==> config.mk <==
export PLATFORM = sky130hd
export DESIGN_NAME = playback_time_to_atlas_tile_top
export DESIGN_NICKNAME = d
export VERILOG_FILES = /design/src/design/ptat_pkg.sv /design/src/design/playback_time_to_atlas_tile_top.sv /design/src/design/ptat_smul.sv /design/src/design/ptat_sdiv.sv
export SDC_FILE = /design/constraint.sdc
export NUM_CORES = 1
export LEC_CHECK = 0
export BUFFER_PORTS_ARGS = -buffer_cell sky130_fd_sc_hd__buf_2
export CAP_MARGIN = 15
export CORE_MARGIN = 4
export CORE_UTILIZATION = 50
export CTS_CLUSTER_DIAMETER = 100
export CTS_CLUSTER_SIZE = 25
export DETAILED_ROUTE_END_ITERATION = 12
export GPL_TIMING_DRIVEN = 1
export HOLD_SLACK_MARGIN = 0.05
export PLACE_DENSITY = 0.76
export SYNTH_ARGS = -nofsm -noshare
export SYNTH_HDL_FRONTEND = slang
export SYNTH_SLANG_ARGS = --single-unit
==> constraint.sdc <==
create_clock -name clk -period 6.6 [get_ports clk]
set_input_delay 1.32 -clock clk [delete_from_list [all_inputs] [get_ports clk]]
set_output_delay 1.32 -clock clk [all_outputs]
set_load 0.01 [all_outputs]
==> src/design/ptat_pkg.sv <==
// Shared constants, types and state codes for the playback time to atlas tile block.
// Used by ptat_smul, ptat_sdiv and playback_time_to_atlas_tile_top; depends on nothing.
package ptat_pkg;

  // Fixed point of the played time
  localparam int FRAC_BITS = 16;

  // Field widths
  localparam int TIME_W  = 32;
  localparam int RATE_W  = 16;
  localparam int FRAME_W = 32;
  localparam int TILE_W  = 16;
  localparam int PAGE_W  = 16;
  localparam int POS_W   = 32;
  localparam int CFG_W   = 32;

  // Serial arithmetic sizes
  localparam int SCALED_W  = TIME_W + RATE_W;
  localparam int DIV_W     = SCALED_W;
  localparam int DVS_W     = 32;
  localparam int DIV_CNT_W = $clog2(DIV_W + 1);
  localparam int Q_STEPS   = SCALED_W - FRAC_BITS;

  // Stream payload sizes, padded to whole bytes
  localparam int IN_DATA_W  = ((TIME_W + 1 + 7) / 8) * 8;
  localparam int OUT_RAW_W  = FRAME_W + PAGE_W + 1 + POS_W + POS_W + 1;
  localparam int OUT_DATA_W = ((OUT_RAW_W + 7) / 8) * 8;

  // Configuration register indexes
  localparam int CFG_IDX_W = 3;
  localparam logic [CFG_IDX_W-1:0] REG_RATE_NUM    = 3'd0;
  localparam logic [CFG_IDX_W-1:0] REG_RATE_DEN    = 3'd1;
  localparam logic [CFG_IDX_W-1:0] REG_TOTAL_FRAME = 3'd2;
  localparam logic [CFG_IDX_W-1:0] REG_TILES_ACR   = 3'd3;
  localparam logic [CFG_IDX_W-1:0] REG_TILES_DOWN  = 3'd4;
  localparam logic [CFG_IDX_W-1:0] REG_TILE_WIDTH  = 3'd5;
  localparam logic [CFG_IDX_W-1:0] REG_TILE_HEIGHT = 3'd6;

  // Configuration reset values
  localparam logic [RATE_W-1:0]  RST_RATE_NUM = 16'd30;
  localparam logic [RATE_W-1:0]  RST_ONE16    = 16'd1;
  localparam logic [FRAME_W-1:0] RST_ONE32    = 32'd1;

  // Sequencer states
  typedef enum logic [2:0] {
    ST_IDLE,
    ST_MUL_RATE,
    ST_DIV_TIME,
    ST_DIV_PAGE,
    ST_DIV_TILE,
    ST_MUL_TILE,
    ST_FINISH
  } state_t;

  // Divider command and status
  typedef struct packed {
    logic                 start;
    logic [DIV_CNT_W-1:0] steps;
  } div_cmd_t;

  typedef struct packed {
    logic busy;
    logic done;
  } div_sts_t;

endpackage

==> src/design/playback_time_to_atlas_tile_top.sv <==
// Per tick: the time scaling multiply, three serial divisions (frame, page, tile position)
//   and the texel origin multiplies, one after another, with handoffs between them.
// One tick at a time: in_tready is high only in idle; the shared serial divider (one quotient
//   bit per cycle over three divisions) and the two shift-add multipliers are used in turn.
// A new tick is taken while the previous result still waits in the output register.
// Reset (rst_n low, synchronous): registers to their defaults, page 0 held, not finished.
module playback_time_to_atlas_tile_top (
  input  logic                               clk,
  input  logic                               rst_n,
  // Input stream
  input  logic                               in_tvalid,
  output logic                               in_tready,
  // [31:0] played_time, [32] audio_done, [39:33] zero
  input  logic [ptat_pkg::IN_DATA_W-1:0]     in_tdata,
  // Result stream
  output logic                               out_tvalid,
  input  logic                               out_tready,
  // [31:0] frame_number, [47:32] page_number, [48] load_request,
  // [80:49] tile_u, [112:81] tile_v, [113] done_res, [119:114] zero
  output logic [ptat_pkg::OUT_DATA_W-1:0]    out_tdata,
  // Configuration writes
  input  logic                               cfg_wr_en,
  input  logic [ptat_pkg::CFG_IDX_W-1:0]     cfg_index,
  input  logic [ptat_pkg::CFG_W-1:0]         cfg_wdata
);

  localparam int PAD_W  = ptat_pkg::DIV_W - ptat_pkg::FRAME_W;
  localparam int OPAD_W = ptat_pkg::OUT_DATA_W - ptat_pkg::OUT_RAW_W;

  // Configuration registers
  logic [ptat_pkg::RATE_W-1:0]  rate_num_r;
  logic [ptat_pkg::RATE_W-1:0]  rate_den_r;
  logic [ptat_pkg::FRAME_W-1:0] total_frames_r;
  logic [ptat_pkg::TILE_W-1:0]  tiles_across_r;
  logic [ptat_pkg::TILE_W-1:0]  tiles_down_r;
  logic [ptat_pkg::TILE_W-1:0]  tile_width_r;
  logic [ptat_pkg::TILE_W-1:0]  tile_height_r;

  // Effective values: zero acts as one
  logic [ptat_pkg::RATE_W-1:0]  den_eff;
  logic [ptat_pkg::FRAME_W-1:0] count_eff;
  logic [ptat_pkg::TILE_W-1:0]  across_eff;
  logic [ptat_pkg::TILE_W-1:0]  down_eff;

  // Sequencer and per-tick state
  ptat_pkg::state_t             state_r;
  ptat_pkg::state_t             state_nxt;
  logic                         audio_done_r;
  logic [ptat_pkg::FRAME_W-1:0] frame_r;
  logic                         over_r;
  logic [ptat_pkg::PAGE_W-1:0]  page_r;
  logic [ptat_pkg::PAGE_W-1:0]  held_page_r;
  logic [ptat_pkg::FRAME_W-1:0] last_frame_r;
  logic                         ended_r;
  logic                         ended_nxt;

  // Output register
  logic                         out_valid_r;
  logic [ptat_pkg::FRAME_W-1:0] out_frame_r;
  logic [ptat_pkg::PAGE_W-1:0]  out_page_r;
  logic                         out_req_r;
  logic [ptat_pkg::POS_W-1:0]   out_u_r;
  logic [ptat_pkg::POS_W-1:0]   out_v_r;
  logic                         out_done_r;

  // Arithmetic units
  logic                                           mul_start;
  logic [ptat_pkg::TIME_W-1:0]                    mul_a_a;
  logic [ptat_pkg::RATE_W-1:0]                    mul_a_b;
  logic                                           mul_a_done;
  logic [ptat_pkg::SCALED_W-1:0]                  mul_a_prod;
  logic [ptat_pkg::TILE_W-1:0]                    mul_b_a;
  logic [ptat_pkg::TILE_W-1:0]                    mul_b_b;
  logic                                           mul_b_done;
  logic [2*ptat_pkg::TILE_W-1:0]                  mul_b_prod;
  ptat_pkg::div_cmd_t                             div_cmd;
  ptat_pkg::div_sts_t                             div_sts;
  logic [ptat_pkg::DIV_W-1:0]                     div_dividend;
  logic [ptat_pkg::DVS_W-1:0]                     div_divisor;
  logic [ptat_pkg::DIV_W-1:0]                     div_q;
  logic [ptat_pkg::DVS_W-1:0]                     div_rem;

  // Control outputs
  logic                         in_xfer;
  logic                         out_load;
  logic                         over;
  logic [ptat_pkg::FRAME_W-1:0] frame_sel;

  assign den_eff    = (rate_den_r == '0) ? ptat_pkg::RST_ONE16 : rate_den_r;
  assign count_eff  = (total_frames_r == '0) ? ptat_pkg::RST_ONE32 : total_frames_r;
  assign across_eff = (tiles_across_r == '0) ? ptat_pkg::RST_ONE16 : tiles_across_r;
  assign down_eff   = (tiles_down_r == '0) ? ptat_pkg::RST_ONE16 : tiles_down_r;

  // Configuration writes; unknown indexes drop
  always_ff @(posedge clk) begin
    if (!rst_n) begin
      rate_num_r     <= ptat_pkg::RST_RATE_NUM;
      rate_den_r     <= ptat_pkg::RST_ONE16;
      total_frames_r <= ptat_pkg::RST_ONE32;
      tiles_across_r <= ptat_pkg::RST_ONE16;
      tiles_down_r   <= ptat_pkg::RST_ONE16;
      tile_width_r   <= ptat_pkg::RST_ONE16;
      tile_height_r  <= ptat_pkg::RST_ONE16;
    end else if (cfg_wr_en) begin
      case (cfg_index)
        ptat_pkg::REG_RATE_NUM:    rate_num_r     <= cfg_wdata[ptat_pkg::RATE_W-1:0];
        ptat_pkg::REG_RATE_DEN:    rate_den_r     <= cfg_wdata[ptat_pkg::RATE_W-1:0];
        ptat_pkg::REG_TOTAL_FRAME: total_frames_r <= cfg_wdata[ptat_pkg::FRAME_W-1:0];
        ptat_pkg::REG_TILES_ACR:   tiles_across_r <= cfg_wdata[ptat_pkg::TILE_W-1:0];
        ptat_pkg::REG_TILES_DOWN:  tiles_down_r   <= cfg_wdata[ptat_pkg::TILE_W-1:0];
        ptat_pkg::REG_TILE_WIDTH:  tile_width_r   <= cfg_wdata[ptat_pkg::TILE_W-1:0];
        ptat_pkg::REG_TILE_HEIGHT: tile_height_r  <= cfg_wdata[ptat_pkg::TILE_W-1:0];
        default: ;
      endcase
    end
  end

  // Clamp the frame quotient to the last frame; a finished block keeps its last frame
  always_comb begin
    over = div_q >= {{PAD_W{1'b0}}, count_eff};
    if (ended_r) begin
      frame_sel = last_frame_r;
    end else if (over) begin
      frame_sel = count_eff - ptat_pkg::FRAME_W'(1);
    end else begin
      frame_sel = div_q[ptat_pkg::FRAME_W-1:0];
    end
  end

  // Next state
  always_comb begin
    state_nxt = state_r;
    case (state_r)
      ptat_pkg::ST_IDLE:     if (in_tvalid) state_nxt = ptat_pkg::ST_MUL_RATE;
      ptat_pkg::ST_MUL_RATE: if (mul_a_done) state_nxt = ptat_pkg::ST_DIV_TIME;
      ptat_pkg::ST_DIV_TIME: if (div_sts.done) state_nxt = ptat_pkg::ST_DIV_PAGE;
      ptat_pkg::ST_DIV_PAGE: if (div_sts.done) state_nxt = ptat_pkg::ST_DIV_TILE;
      ptat_pkg::ST_DIV_TILE: if (div_sts.done) state_nxt = ptat_pkg::ST_MUL_TILE;
      ptat_pkg::ST_MUL_TILE: if (mul_a_done) state_nxt = ptat_pkg::ST_FINISH;
      ptat_pkg::ST_FINISH:   if (!out_valid_r || out_tready) state_nxt = ptat_pkg::ST_IDLE;
      default:               state_nxt = ptat_pkg::ST_IDLE;
    endcase
  end

  // Outputs of the sequencer: unit starts and operand selection
  always_comb begin
    in_tready     = 1'b0;
    out_load      = 1'b0;
    mul_start     = 1'b0;
    mul_a_a       = in_tdata[ptat_pkg::TIME_W-1:0];
    mul_a_b       = rate_num_r;
    mul_b_a       = across_eff;
    mul_b_b       = down_eff;
    div_cmd.start = 1'b0;
    div_cmd.steps = ptat_pkg::DIV_CNT_W'(ptat_pkg::FRAME_W);
    div_dividend  = {div_rem, {PAD_W{1'b0}}};
    div_divisor   = {{(ptat_pkg::DVS_W - ptat_pkg::TILE_W){1'b0}}, across_eff};
    case (state_r)
      ptat_pkg::ST_IDLE: begin
        in_tready = 1'b1;
        mul_start = in_tvalid;
      end
      ptat_pkg::ST_MUL_RATE: begin
        // time * rate / (den << FRAC_BITS): drop the fraction bits, divide by den
        div_cmd.start = mul_a_done;
        div_cmd.steps = ptat_pkg::DIV_CNT_W'(ptat_pkg::Q_STEPS);
        div_dividend  = (mul_a_prod >> ptat_pkg::FRAC_BITS) << ptat_pkg::FRAC_BITS;
        div_divisor   = {{(ptat_pkg::DVS_W - ptat_pkg::RATE_W){1'b0}}, den_eff};
      end
      ptat_pkg::ST_DIV_TIME: begin
        // frame / tiles per page
        div_cmd.start = div_sts.done;
        div_dividend  = {frame_sel, {PAD_W{1'b0}}};
        div_divisor   = mul_b_prod;
      end
      ptat_pkg::ST_DIV_PAGE: begin
        // frame within page / tiles across
        div_cmd.start = div_sts.done;
      end
      ptat_pkg::ST_DIV_TILE: begin
        mul_start = div_sts.done;
        mul_a_a   = {{(ptat_pkg::TIME_W - ptat_pkg::TILE_W){1'b0}},
                     div_rem[ptat_pkg::TILE_W-1:0]};
        mul_a_b   = tile_width_r;
        mul_b_a   = div_q[ptat_pkg::TILE_W-1:0];
        mul_b_b   = tile_height_r;
      end
      ptat_pkg::ST_MUL_TILE: ;
      ptat_pkg::ST_FINISH: begin
        out_load = !out_valid_r || out_tready;
      end
      default: ;
    endcase
  end

  assign in_xfer   = in_tvalid && in_tready;
  assign ended_nxt = ended_r || (over_r && audio_done_r);

  // Sequencer and sticky state
  always_ff @(posedge clk) begin
    if (!rst_n) begin
      state_r      <= ptat_pkg::ST_IDLE;
      held_page_r  <= '0;
      last_frame_r <= '0;
      ended_r      <= 1'b0;
      out_valid_r  <= 1'b0;
    end else begin
      state_r <= state_nxt;
      if (out_load) begin
        out_valid_r <= 1'b1;
        if (!ended_r) begin
          held_page_r  <= page_r;
          last_frame_r <= frame_r;
          ended_r      <= ended_nxt;
        end
      end else if (out_tready) begin
        out_valid_r <= 1'b0;
      end
    end
  end

  // Per-tick payload registers
  always_ff @(posedge clk) begin
    if (in_xfer) begin
      audio_done_r <= in_tdata[ptat_pkg::TIME_W];
    end
    if (state_r == ptat_pkg::ST_DIV_TIME && div_sts.done) begin
      frame_r <= frame_sel;
      over_r  <= over && !ended_r;
    end
    if (state_r == ptat_pkg::ST_DIV_PAGE && div_sts.done) begin
      page_r <= div_q[ptat_pkg::PAGE_W-1:0];
    end
    if (out_load) begin
      out_frame_r <= frame_r;
      out_page_r  <= ended_r ? held_page_r : page_r;
      out_req_r   <= !ended_r && (page_r != held_page_r);
      out_u_r     <= mul_a_prod[ptat_pkg::POS_W-1:0];
      out_v_r     <= mul_b_prod;
      out_done_r  <= ended_nxt;
    end
  end

  // Time scaling and texel x origin
  ptat_smul #(
    .AW (ptat_pkg::TIME_W),
    .BW (ptat_pkg::RATE_W)
  ) u_mul_a (
    .clk   (clk),
    .rst_n (rst_n),
    .start (mul_start),
    .a     (mul_a_a),
    .b     (mul_a_b),
    .done  (mul_a_done),
    .prod  (mul_a_prod)
  );

  // Tiles per page and texel y origin
  ptat_smul #(
    .AW (ptat_pkg::TILE_W),
    .BW (ptat_pkg::TILE_W)
  ) u_mul_b (
    .clk   (clk),
    .rst_n (rst_n),
    .start (mul_start),
    .a     (mul_b_a),
    .b     (mul_b_b),
    .done  (mul_b_done),
    .prod  (mul_b_prod)
  );

  // Shared divider: frame, page and tile position
  ptat_sdiv u_div (
    .clk      (clk),
    .rst_n    (rst_n),
    .cmd      (div_cmd),
    .dividend (div_dividend),
    .divisor  (div_divisor),
    .sts      (div_sts),
    .quot     (div_q),
    .rem      (div_rem)
  );

  assign out_tvalid = out_valid_r;
  assign out_tdata  = {{OPAD_W{1'b0}}, out_done_r, out_v_r, out_u_r, out_req_r,
                       out_page_r, out_frame_r};

  // Both multipliers run in lockstep
  a_mul_lockstep: assert property (@(posedge clk) disable iff (!rst_n)
    mul_a_done == mul_b_done)
    else $error("multipliers out of step");

  // Divider is never restarted mid-division
  a_div_no_restart: assert property (@(posedge clk) disable iff (!rst_n)
    div_cmd.start |-> !div_sts.busy)
    else $error("divider started while busy");

  // A finished block repeats without requesting a page load
  a_ended_no_load: assert property (@(posedge clk) disable iff (!rst_n)
    out_load && ended_r |=> !out_req_r && out_done_r)
    else $error("load request after finish");

  // Finished flag is sticky
  a_ended_sticky: assert property (@(posedge clk) disable iff (!rst_n)
    ended_r |=> ended_r)
    else $error("finished flag cleared");

endmodule

==> src/design/ptat_smul.sv <==
// Bit-serial shift-add multiplier, one multiplier bit per cycle.
// Depends on ptat_pkg for default widths.
module ptat_smul #(
  parameter int AW = ptat_pkg::TIME_W,
  parameter int BW = ptat_pkg::RATE_W
) (
  input  logic           clk,
  input  logic           rst_n,
  input  logic           start,
  input  logic [AW-1:0]  a,
  input  logic [BW-1:0]  b,
  output logic           done,
  output logic [AW+BW-1:0] prod
);

  localparam int CW = $clog2(BW + 1);

  logic [AW-1:0]    a_r;
  logic [AW+BW-1:0] p_r;
  logic [AW+BW-1:0] p_nxt;
  logic [CW-1:0]    cnt_r;
  logic             busy_r;
  logic             done_r;
  logic [AW-1:0]    addend;
  logic [AW:0]      sum;

  // Add the multiplicand under the low multiplier bit, then shift right
  always_comb begin
    addend = p_r[0] ? a_r : '0;
    sum    = {1'b0, p_r[AW+BW-1:BW]} + {1'b0, addend};
    p_nxt  = {sum, p_r[BW-1:1]};
  end

  // Control: count multiplier bits, pulse done after the last one
  always_ff @(posedge clk) begin
    if (!rst_n) begin
      busy_r <= 1'b0;
      done_r <= 1'b0;
      cnt_r  <= '0;
    end else begin
      done_r <= 1'b0;
      if (start) begin
        busy_r <= 1'b1;
        cnt_r  <= CW'(BW);
      end else if (busy_r) begin
        cnt_r <= cnt_r - CW'(1);
        if (cnt_r == CW'(1)) begin
          busy_r <= 1'b0;
          done_r <= 1'b1;
        end
      end
    end
  end

  // Datapath: load operands, then step
  always_ff @(posedge clk) begin
    if (start) begin
      a_r <= a;
      p_r <= {{AW{1'b0}}, b};
    end else if (busy_r) begin
      p_r <= p_nxt;
    end
  end

  assign done = done_r;
  assign prod = p_r;

endmodule

==> src/design/ptat_sdiv.sv <==
// Restoring bit-serial divider, one quotient bit per cycle.
// Dividend is left-aligned; after N steps the low N bits hold the quotient. Uses ptat_pkg.
module ptat_sdiv (
  input  logic                         clk,
  input  logic                         rst_n,
  input  ptat_pkg::div_cmd_t           cmd,
  input  logic [ptat_pkg::DIV_W-1:0]   dividend,
  input  logic [ptat_pkg::DVS_W-1:0]   divisor,
  output ptat_pkg::div_sts_t           sts,
  output logic [ptat_pkg::DIV_W-1:0]   quot,
  output logic [ptat_pkg::DVS_W-1:0]   rem
);

  logic [ptat_pkg::DIV_W-1:0]     dq_r;
  logic [ptat_pkg::DVS_W-1:0]     rem_r;
  logic [ptat_pkg::DVS_W-1:0]     div_r;
  logic [ptat_pkg::DIV_CNT_W-1:0] cnt_r;
  logic                           busy_r;
  logic                           done_r;
  logic [ptat_pkg::DVS_W:0]       trial;
  logic [ptat_pkg::DVS_W+1:0]     diff;
  logic                           ge;
  logic [ptat_pkg::DVS_W-1:0]     rem_nxt;
  logic [ptat_pkg::DIV_W-1:0]     dq_nxt;

  // Shift in the next dividend bit and subtract when it fits
  always_comb begin
    trial   = {rem_r, dq_r[ptat_pkg::DIV_W-1]};
    diff    = {1'b0, trial} - {2'b00, div_r};
    ge      = !diff[ptat_pkg::DVS_W+1];
    rem_nxt = ge ? diff[ptat_pkg::DVS_W-1:0] : trial[ptat_pkg::DVS_W-1:0];
    dq_nxt  = {dq_r[ptat_pkg::DIV_W-2:0], ge};
  end

  // Control: run the requested number of steps, pulse done at the end
  always_ff @(posedge clk) begin
    if (!rst_n) begin
      busy_r <= 1'b0;
      done_r <= 1'b0;
      cnt_r  <= '0;
    end else begin
      done_r <= 1'b0;
      if (cmd.start) begin
        busy_r <= 1'b1;
        cnt_r  <= cmd.steps;
      end else if (busy_r) begin
        cnt_r <= cnt_r - ptat_pkg::DIV_CNT_W'(1);
        if (cnt_r == ptat_pkg::DIV_CNT_W'(1)) begin
          busy_r <= 1'b0;
          done_r <= 1'b1;
        end
      end
    end
  end

  // Datapath: load, then step; hold results while idle
  always_ff @(posedge clk) begin
    if (cmd.start) begin
      dq_r  <= dividend;
      rem_r <= '0;
      div_r <= divisor;
    end else if (busy_r) begin
      dq_r  <= dq_nxt;
      rem_r <= rem_nxt;
    end
  end

  assign sts.busy = busy_r;
  assign sts.done = done_r;
  assign quot     = dq_r;
  assign rem      = rem_r;

endmodule
Word level (Yosys, flattened, before mapping)
Cells that the tools add are included.

storage, ports and cells
  register bits = 606
  input bits = 80
  memories kept = 0
  bits in writable memories = 0
  word-level logic and storage cells = 167
  ROM bits = 0
  latch bits = 0

cells by class
  bitwise logic cells = 4
  muxes and demuxes = 54
  equality and inequality tests = 23
  add/subtract/negate cells = 7
  magnitude comparators = 1
  reductions and logical operators = 35
  shift-type cells = 0
  div/mod/pow operators = 0
  $mul = 0

operators with widths
  cell                                                                      count
  16-bit two-way mux                                                        13
  32-bit two-way mux                                                        5
  48-bit two-way mux                                                        2
  48-bit one-hot mux with 2 select lines                                    1
  32-bit one-hot mux with 2 select lines                                    1
  48-bit by 32-bit >= comparator with 1-bit output                          1
  16-bit logical NOT                                                        3
  33-bit by 32-bit subtractor with 34-bit output                            1
  32-bit by 32-bit adder with 33-bit output                                 1
  32-bit logical NOT                                                        1
  32-bit by 1-bit subtractor with 32-bit output (second input constant)     1
  3-bit two-way mux                                                         7
  3-bit one-hot mux with 7 select lines                                     1
  5-bit two-way mux                                                         4
  3-bit equality test (second input constant)                               6
  16-bit by 16-bit adder with 17-bit output                                 1
  1-bit two-way mux                                                         16
  16-bit inequality test                                                    1
  2-bit AND reduction                                                       8
  3-bit by 2-bit equality test with 1-bit output (second input constant)    4
  6-bit two-way mux                                                         2
  5-bit by 1-bit equality test with 1-bit output (second input constant)    2
  2-bit by 1-bit inequality test with 1-bit output (second input constant)  5
  5-bit by 1-bit subtractor with 5-bit output (second input constant)       2
  other kinds (14)                                                          35

Logic depth before layout (Yosys ltp)
  word-level depth = 7
  mapped depth = 19

Hierarchy
From an unflattened synthesis, not the netlist that was laid out.

second synthesis, totals
  cell total of the unflattened synthesis = 2991
  area total of the unflattened synthesis = 30834.6 µm²

by module, submodules not included
  module                           times used  cells each  seq. area each (µm²)  area an instance (µm²)
  playback_time_to_atlas_tile_top  1           1621        8548.2                16258.1
  ptat_sdiv                        1           616         3203.1                6764.0
  ptat_smul (u_mul_a)              1           501         2222.1                4963.5
  ptat_smul (u_mul_b)              1           253         1421.4                2849.0

Worst setup path after synthesis
OpenSTA, ideal clock, no wires.

  kind = input port to flip-flop
  start point = input port out_tready
  end point = register held_page_r[10] in the netlist's numbering
  setup time = 0.130 ns
  arrival = 5.921 ns
  data required time = 6.470 ns
  setup slack = 0.549 ns
  stages = 6
  cells stage by stage = nor2b_1 > nor3_1 > buf_1 > buf_1 > mux2i_1 > nor2b_1

between the ends
  longest elaborated chain between the ends = 2

RTL lines
  item                    line                                    text
  start: declaration      playback_time_to_atlas_tile_top.sv:17   input logic out_tready,
  1-bit logical OR        playback_time_to_atlas_tile_top.sv:190  out_load = !out_valid_r || out_tready;
  1-bit two-way mux       playback_time_to_atlas_tile_top.sv:158  case (state_r)
  via out_load            playback_time_to_atlas_tile_top.sv:85   logic out_load;
  end signal: assignment  playback_time_to_atlas_tile_top.sv:212  held_page_r <= page_r;
  end: declaration        playback_time_to_atlas_tile_top.sv:52   logic [ptat_pkg::PAGE_W-1:0] held_page_r;

The timed path passes the listed nets, and every way through them passes these cells.
A chain may end at the register's enable or synchronous reset.

Worst setup path after layout
  start point = register total_frames_r[23] in the netlist's numbering
  end point = register u_div.dq_r, in the netlist u_div.quot[40], data pin

between the ends
  longest elaborated chain between the ends = 7

RTL lines
  item                                                                                                                      line                                                                            text
  start: declaration                                                                                                        playback_time_to_atlas_tile_top.sv:33                                           logic [ptat_pkg::FRAME_W-1:0] total_frames_r;
  start signal: assignment                                                                                                  playback_time_to_atlas_tile_top.sv:99                                           total_frames_r <= ptat_pkg::RST_ONE32;
  start signal: assignment                                                                                                  playback_time_to_atlas_tile_top.sv:108                                          ptat_pkg::REG_TOTAL_FRAME: total_frames_r <= cfg_wdata[ptat_pkg::FRAME_W-1:0];
  32-bit logical NOT                                                                                                        playback_time_to_atlas_tile_top.sv:90                                           assign count_eff = (total_frames_r == '0) ? ptat_pkg::RST_ONE32 : total_frames_r;
  32-bit two-way mux (*)                                                                                                    playback_time_to_atlas_tile_top.sv:90
  48-bit by 32-bit >= comparator with 1-bit output / 32-bit by 1-bit subtractor with 32-bit output (equally long branches)  playback_time_to_atlas_tile_top.sv:120, playback_time_to_atlas_tile_top.sv:124
  32-bit two-way mux (*)                                                                                                    playback_time_to_atlas_tile_top.sv:123                                          end else if (over) begin
  32-bit two-way mux (*)                                                                                                    playback_time_to_atlas_tile_top.sv:121                                          if (ended_r) begin
  48-bit one-hot mux with 2 select lines (*)                                                                                playback_time_to_atlas_tile_top.sv:158
  48-bit two-way mux (*)                                                                                                    ptat_sdiv.sv:58                                                                 if (cmd.start) begin
  end signal: assignment                                                                                                    ptat_sdiv.sv:59                                                                 dq_r <= dividend;
  end signal: assignment                                                                                                    ptat_sdiv.sv:63                                                                 dq_r <= dq_nxt;
  end: declaration                                                                                                          ptat_sdiv.sv:14                                                                 logic [ptat_pkg::DIV_W-1:0] dq_r;

Every way passes the cells marked *; elsewhere a longest branch is shown, timed or not.

==> impl_metrics.csv <==
group,metric,value,unit
clock_tree,clkSlewWorstSetupHoldPaths,110,ps
power,p_per_area,254,nW/µm²
clock_tree,cts_setup_buffers,0,
clock_tree,h-tree-depth,1,
clock_tree,cts_root_buf,"clkbuf_16",
yosys,yosysTopAreaCell,"edfxtp_1",
global_route,grt_start_max_net_pins,120,
timing,finalClockSkew,25.6,ps
placed_design,place_ws,979,ps
die,num_rows,89,
timing,setup_viol,0,
yosys,synth_cell_type_count,78,
yosys,syn_area,29900,µm²
yosys,ys_seq_area_frac,0.515,
placed_design,gp_congestion,0.952,
min_path,hp-class,"flop to flop",
timing,fmax,0.176,GHz
die,initial_core_util,0.506,
global_route,antenna_found_initial,2,
placed_design,io_buffers,188,
timing,layout_min_cycle_time,5690,ps
timing,drv_slew,0,
yosys,ys.flop_type,"edfxtp_1",
outcome,status,"complete, no violations",
critical_path,critical_path_arrival,6080,ps
drt,vias,22700,
drt,wl,80.7,mm
cells_and_area,final_common_cell,"nand2_1",
clock_tree,cts_tree,"built",
timing,finalSetupTns,0,ps
critical_path,worstPathMaxFanout,25,
critical_path,path_class,"flop to flop",
critical_path,startpoint_type,"flop",
global_route,overflow,0,
drt,drt_iter0_drc,2237,
global_route,grt_pass1_wl,123,mm
yosys,synth_seq_cells,606,
yosys,synth_top_area_frac,0.326,
timing,final_hold_viol_count,0,
yosys,synthArstFlopShare,0,
timing,period_share,0.863,
die,fp.dieArea,63700,µm²
clock_tree,cts_hold_buf,0,
yosys,syn_inst,3057,
yosys,synth.area.top_cells,"edfxtp_1 (33%), dfxtp_1 (19%), nand2_1 (7.4%)",
yosys,synth_edf_count,324,
yosys,yosys.area_share.simple,0.179,
clock_tree,cts_made_buffers,28,
cells_and_area,nets,3345,
power,max-vdd-ir-drop,0.000187,V
job,cap_violations,0,
power,leakagePower,0.0119,µW
critical_path,required,6990,ps
yosys,synth_top_family_by_area,"simple AND/OR/NAND/NOR gates",
drt,wl_per_cell,20.5,µm
critical_path,end_kind,"flop",
cells_and_area,drive_gt1_frac,0.0964,
drt,dr.pass1.iters,7,
yosys,synth_mux_area_frac,0.0400,
placed_design,dp_hpwl,57.1,mm
timing,maxSlewHeadroom,0.200,
timing,setup_ws,905,ps
die,core_area,59000,µm²
drt,via_per_inst,5.77,
clock_tree,cts_max_path_buffers,3,
die,die_width,252,µm
clock_tree,cts_sinks,606,
die,die_y,252,µm
yosys,synth_fa_ha_area_frac,0.0519,
yosys,syn_avg_cell_area,9.77,µm²
die,ioPinCount,202,
timing,rsz0062_at_grt,"false",
drt,drtAntennaViolNets,0,
yosys,synth_compound_area_frac,0.141,
clock_tree,clkLatencyLatePin,620,ps
yosys,yosys_warnings,0,
global_route,grt_pass1_vias,21200,
clock_tree,cts_resized,0,
cells_and_area,mostFrequentLayoutCells,"nand2_1 (591), edfxtp_1 (324), dfxtp_1 (280), nor2_1 (189), buf_2 (187)",
timing,tightest_slew,1200,ps
drt,drc,0,
yosys,yosys.area_share.xor_xnor,0.0340,
cells_and_area,area_growth,8.35,%
global_route,grtUsageTotal,0.244,
## Yosys cell counts, drive strengths merged (30+ instances only)
master / instances
nand3: 95
mux2i: 98
nor2b: 35
o21ai: 104
dfxtp: 282
a21boi: 160
a21o: 38
inv: 121
ha: 119
and2: 84
a31oi: 36
edfxtp: 324
a21oi: 100
a22oi: 34
clkbuf: 139
buf: 30
nor3: 73
nor2: 192
xnor2: 95
nand2: 592
## layout make-up
cell class                      count  area (µm²)
Antenna cell                        1        2.50
Inverter                          121         458
Timing Repair Buffer              220        1240
Multi-Input combinational cell   2166       13400
Tap cell                          773         967
Clock buffer                       50         840
Sequential cell                   606       15400
Clock inverter                      2        38.8
Fill cell                        5242       26700
## worst max-delay path: stages, from the launching register on
cell and delay [ps]:
dfxtp_1 390, or4_1 630, or3_1 440, nor4_1 380, nor3b_2 440, nor2_1 130, inv_1 80, ha_1 210
nand2b_1 140, a21o_1 170, a211oi_1 270, o31ai_1 110, a221oi_1 320, o21ai_0 230, a41oi_4 560, buf_12 290
mux2i_1 340, nor3_1 90, o22a_1 220
## registers in the layout, indices dropped and copies added (netlist names), 32 cells and up
signal          count
out_frame_r        32
last_frame_r       32
frame_r            32
total_frames_r     32
u_div.quot         48
u_mul_b.prod       32
u_mul_a.prod       48
u_mul_a.a_r        32
out_v_r            32
out_u_r            32
u_div.rem          32
u_div.div_r        32
## stage by stage
stage / hold WS [ps] / util / power [µW] / cell area, µm² / std cells
detailed placement: 439 / 0.533 / 6160 / 31400 / 3884
finish: 465 / 0.548 / 8230 / 32400 / 3939
floorplan: 426 / - / 5660 / 29900 / 3062
global placement: 434 / 0.533 / 6130 / 31400 / 3884
CTS: 454 / 0.548 / 8250 / 32300 / 3936
global route: 468 / 0.548 / 8590 / 32400 / 3938
## power by group
part / internal, µW / total, µW / switching (µW) / leakage, µW
Sequential: 4180 / 4460 / 279 / 0.00527
Clock: 912 / 2120 / 1210 / 0.000421
Combinational: 691 / 1650 / 963 / 0.00617
## kinds of logic (layout without fill, tap and decap cells)
| family | count (synthesis) | in the layout |
|---|---|---|
| fa+ha+maj | 122 | 122 |
| mux | 117 | 117 |
| compound gates | 618 | 618 |
| xor+xnor | 116 | 116 |
| flops | 606 | 606 |
| buf+inv | 290 | 393 |
| simple gates | 1187 | 1187 |
| other cells | 1 | 7 |
## worst paths after layout
check,from,endpoint,depth (start not counted),slack (ps)
setup / recovery,total_frames_r[23]$_SDFFE_PN0P_,u_div.quot[40]$_DFFE_PP_,18,910
hold / removal,frame_r[11]$_DFFE_PP_,out_frame_r[11]$_DFFE_PP_,0,470
setup reg to reg,total_frames_r[23]$_SDFFE_PN0P_,u_div.quot[40]$_DFFE_PP_,18,910
hold reg to reg,frame_r[11]$_DFFE_PP_,out_frame_r[11]$_DFFE_PP_,0,470
## routing by layer
| layer | routed length, µm | share of wire | track usage | vias to the layer above |
|---|---|---|---|---|
| met4 | 2850 | 0.035 | 0.0766 | 2 |
| met1 | 33900 | 0.42 | 0.338 | 10800 |
| li1 | - | - | - | 10900 |
| met2 | 37600 | 0.47 | 0.397 | 867 |
| met3 | 6370 | 0.079 | 0.0365 | 137 |
| met5 | 13 | 0.00016 | 0 | - |
No activity file was read; power rests on OpenSTA's default activity.
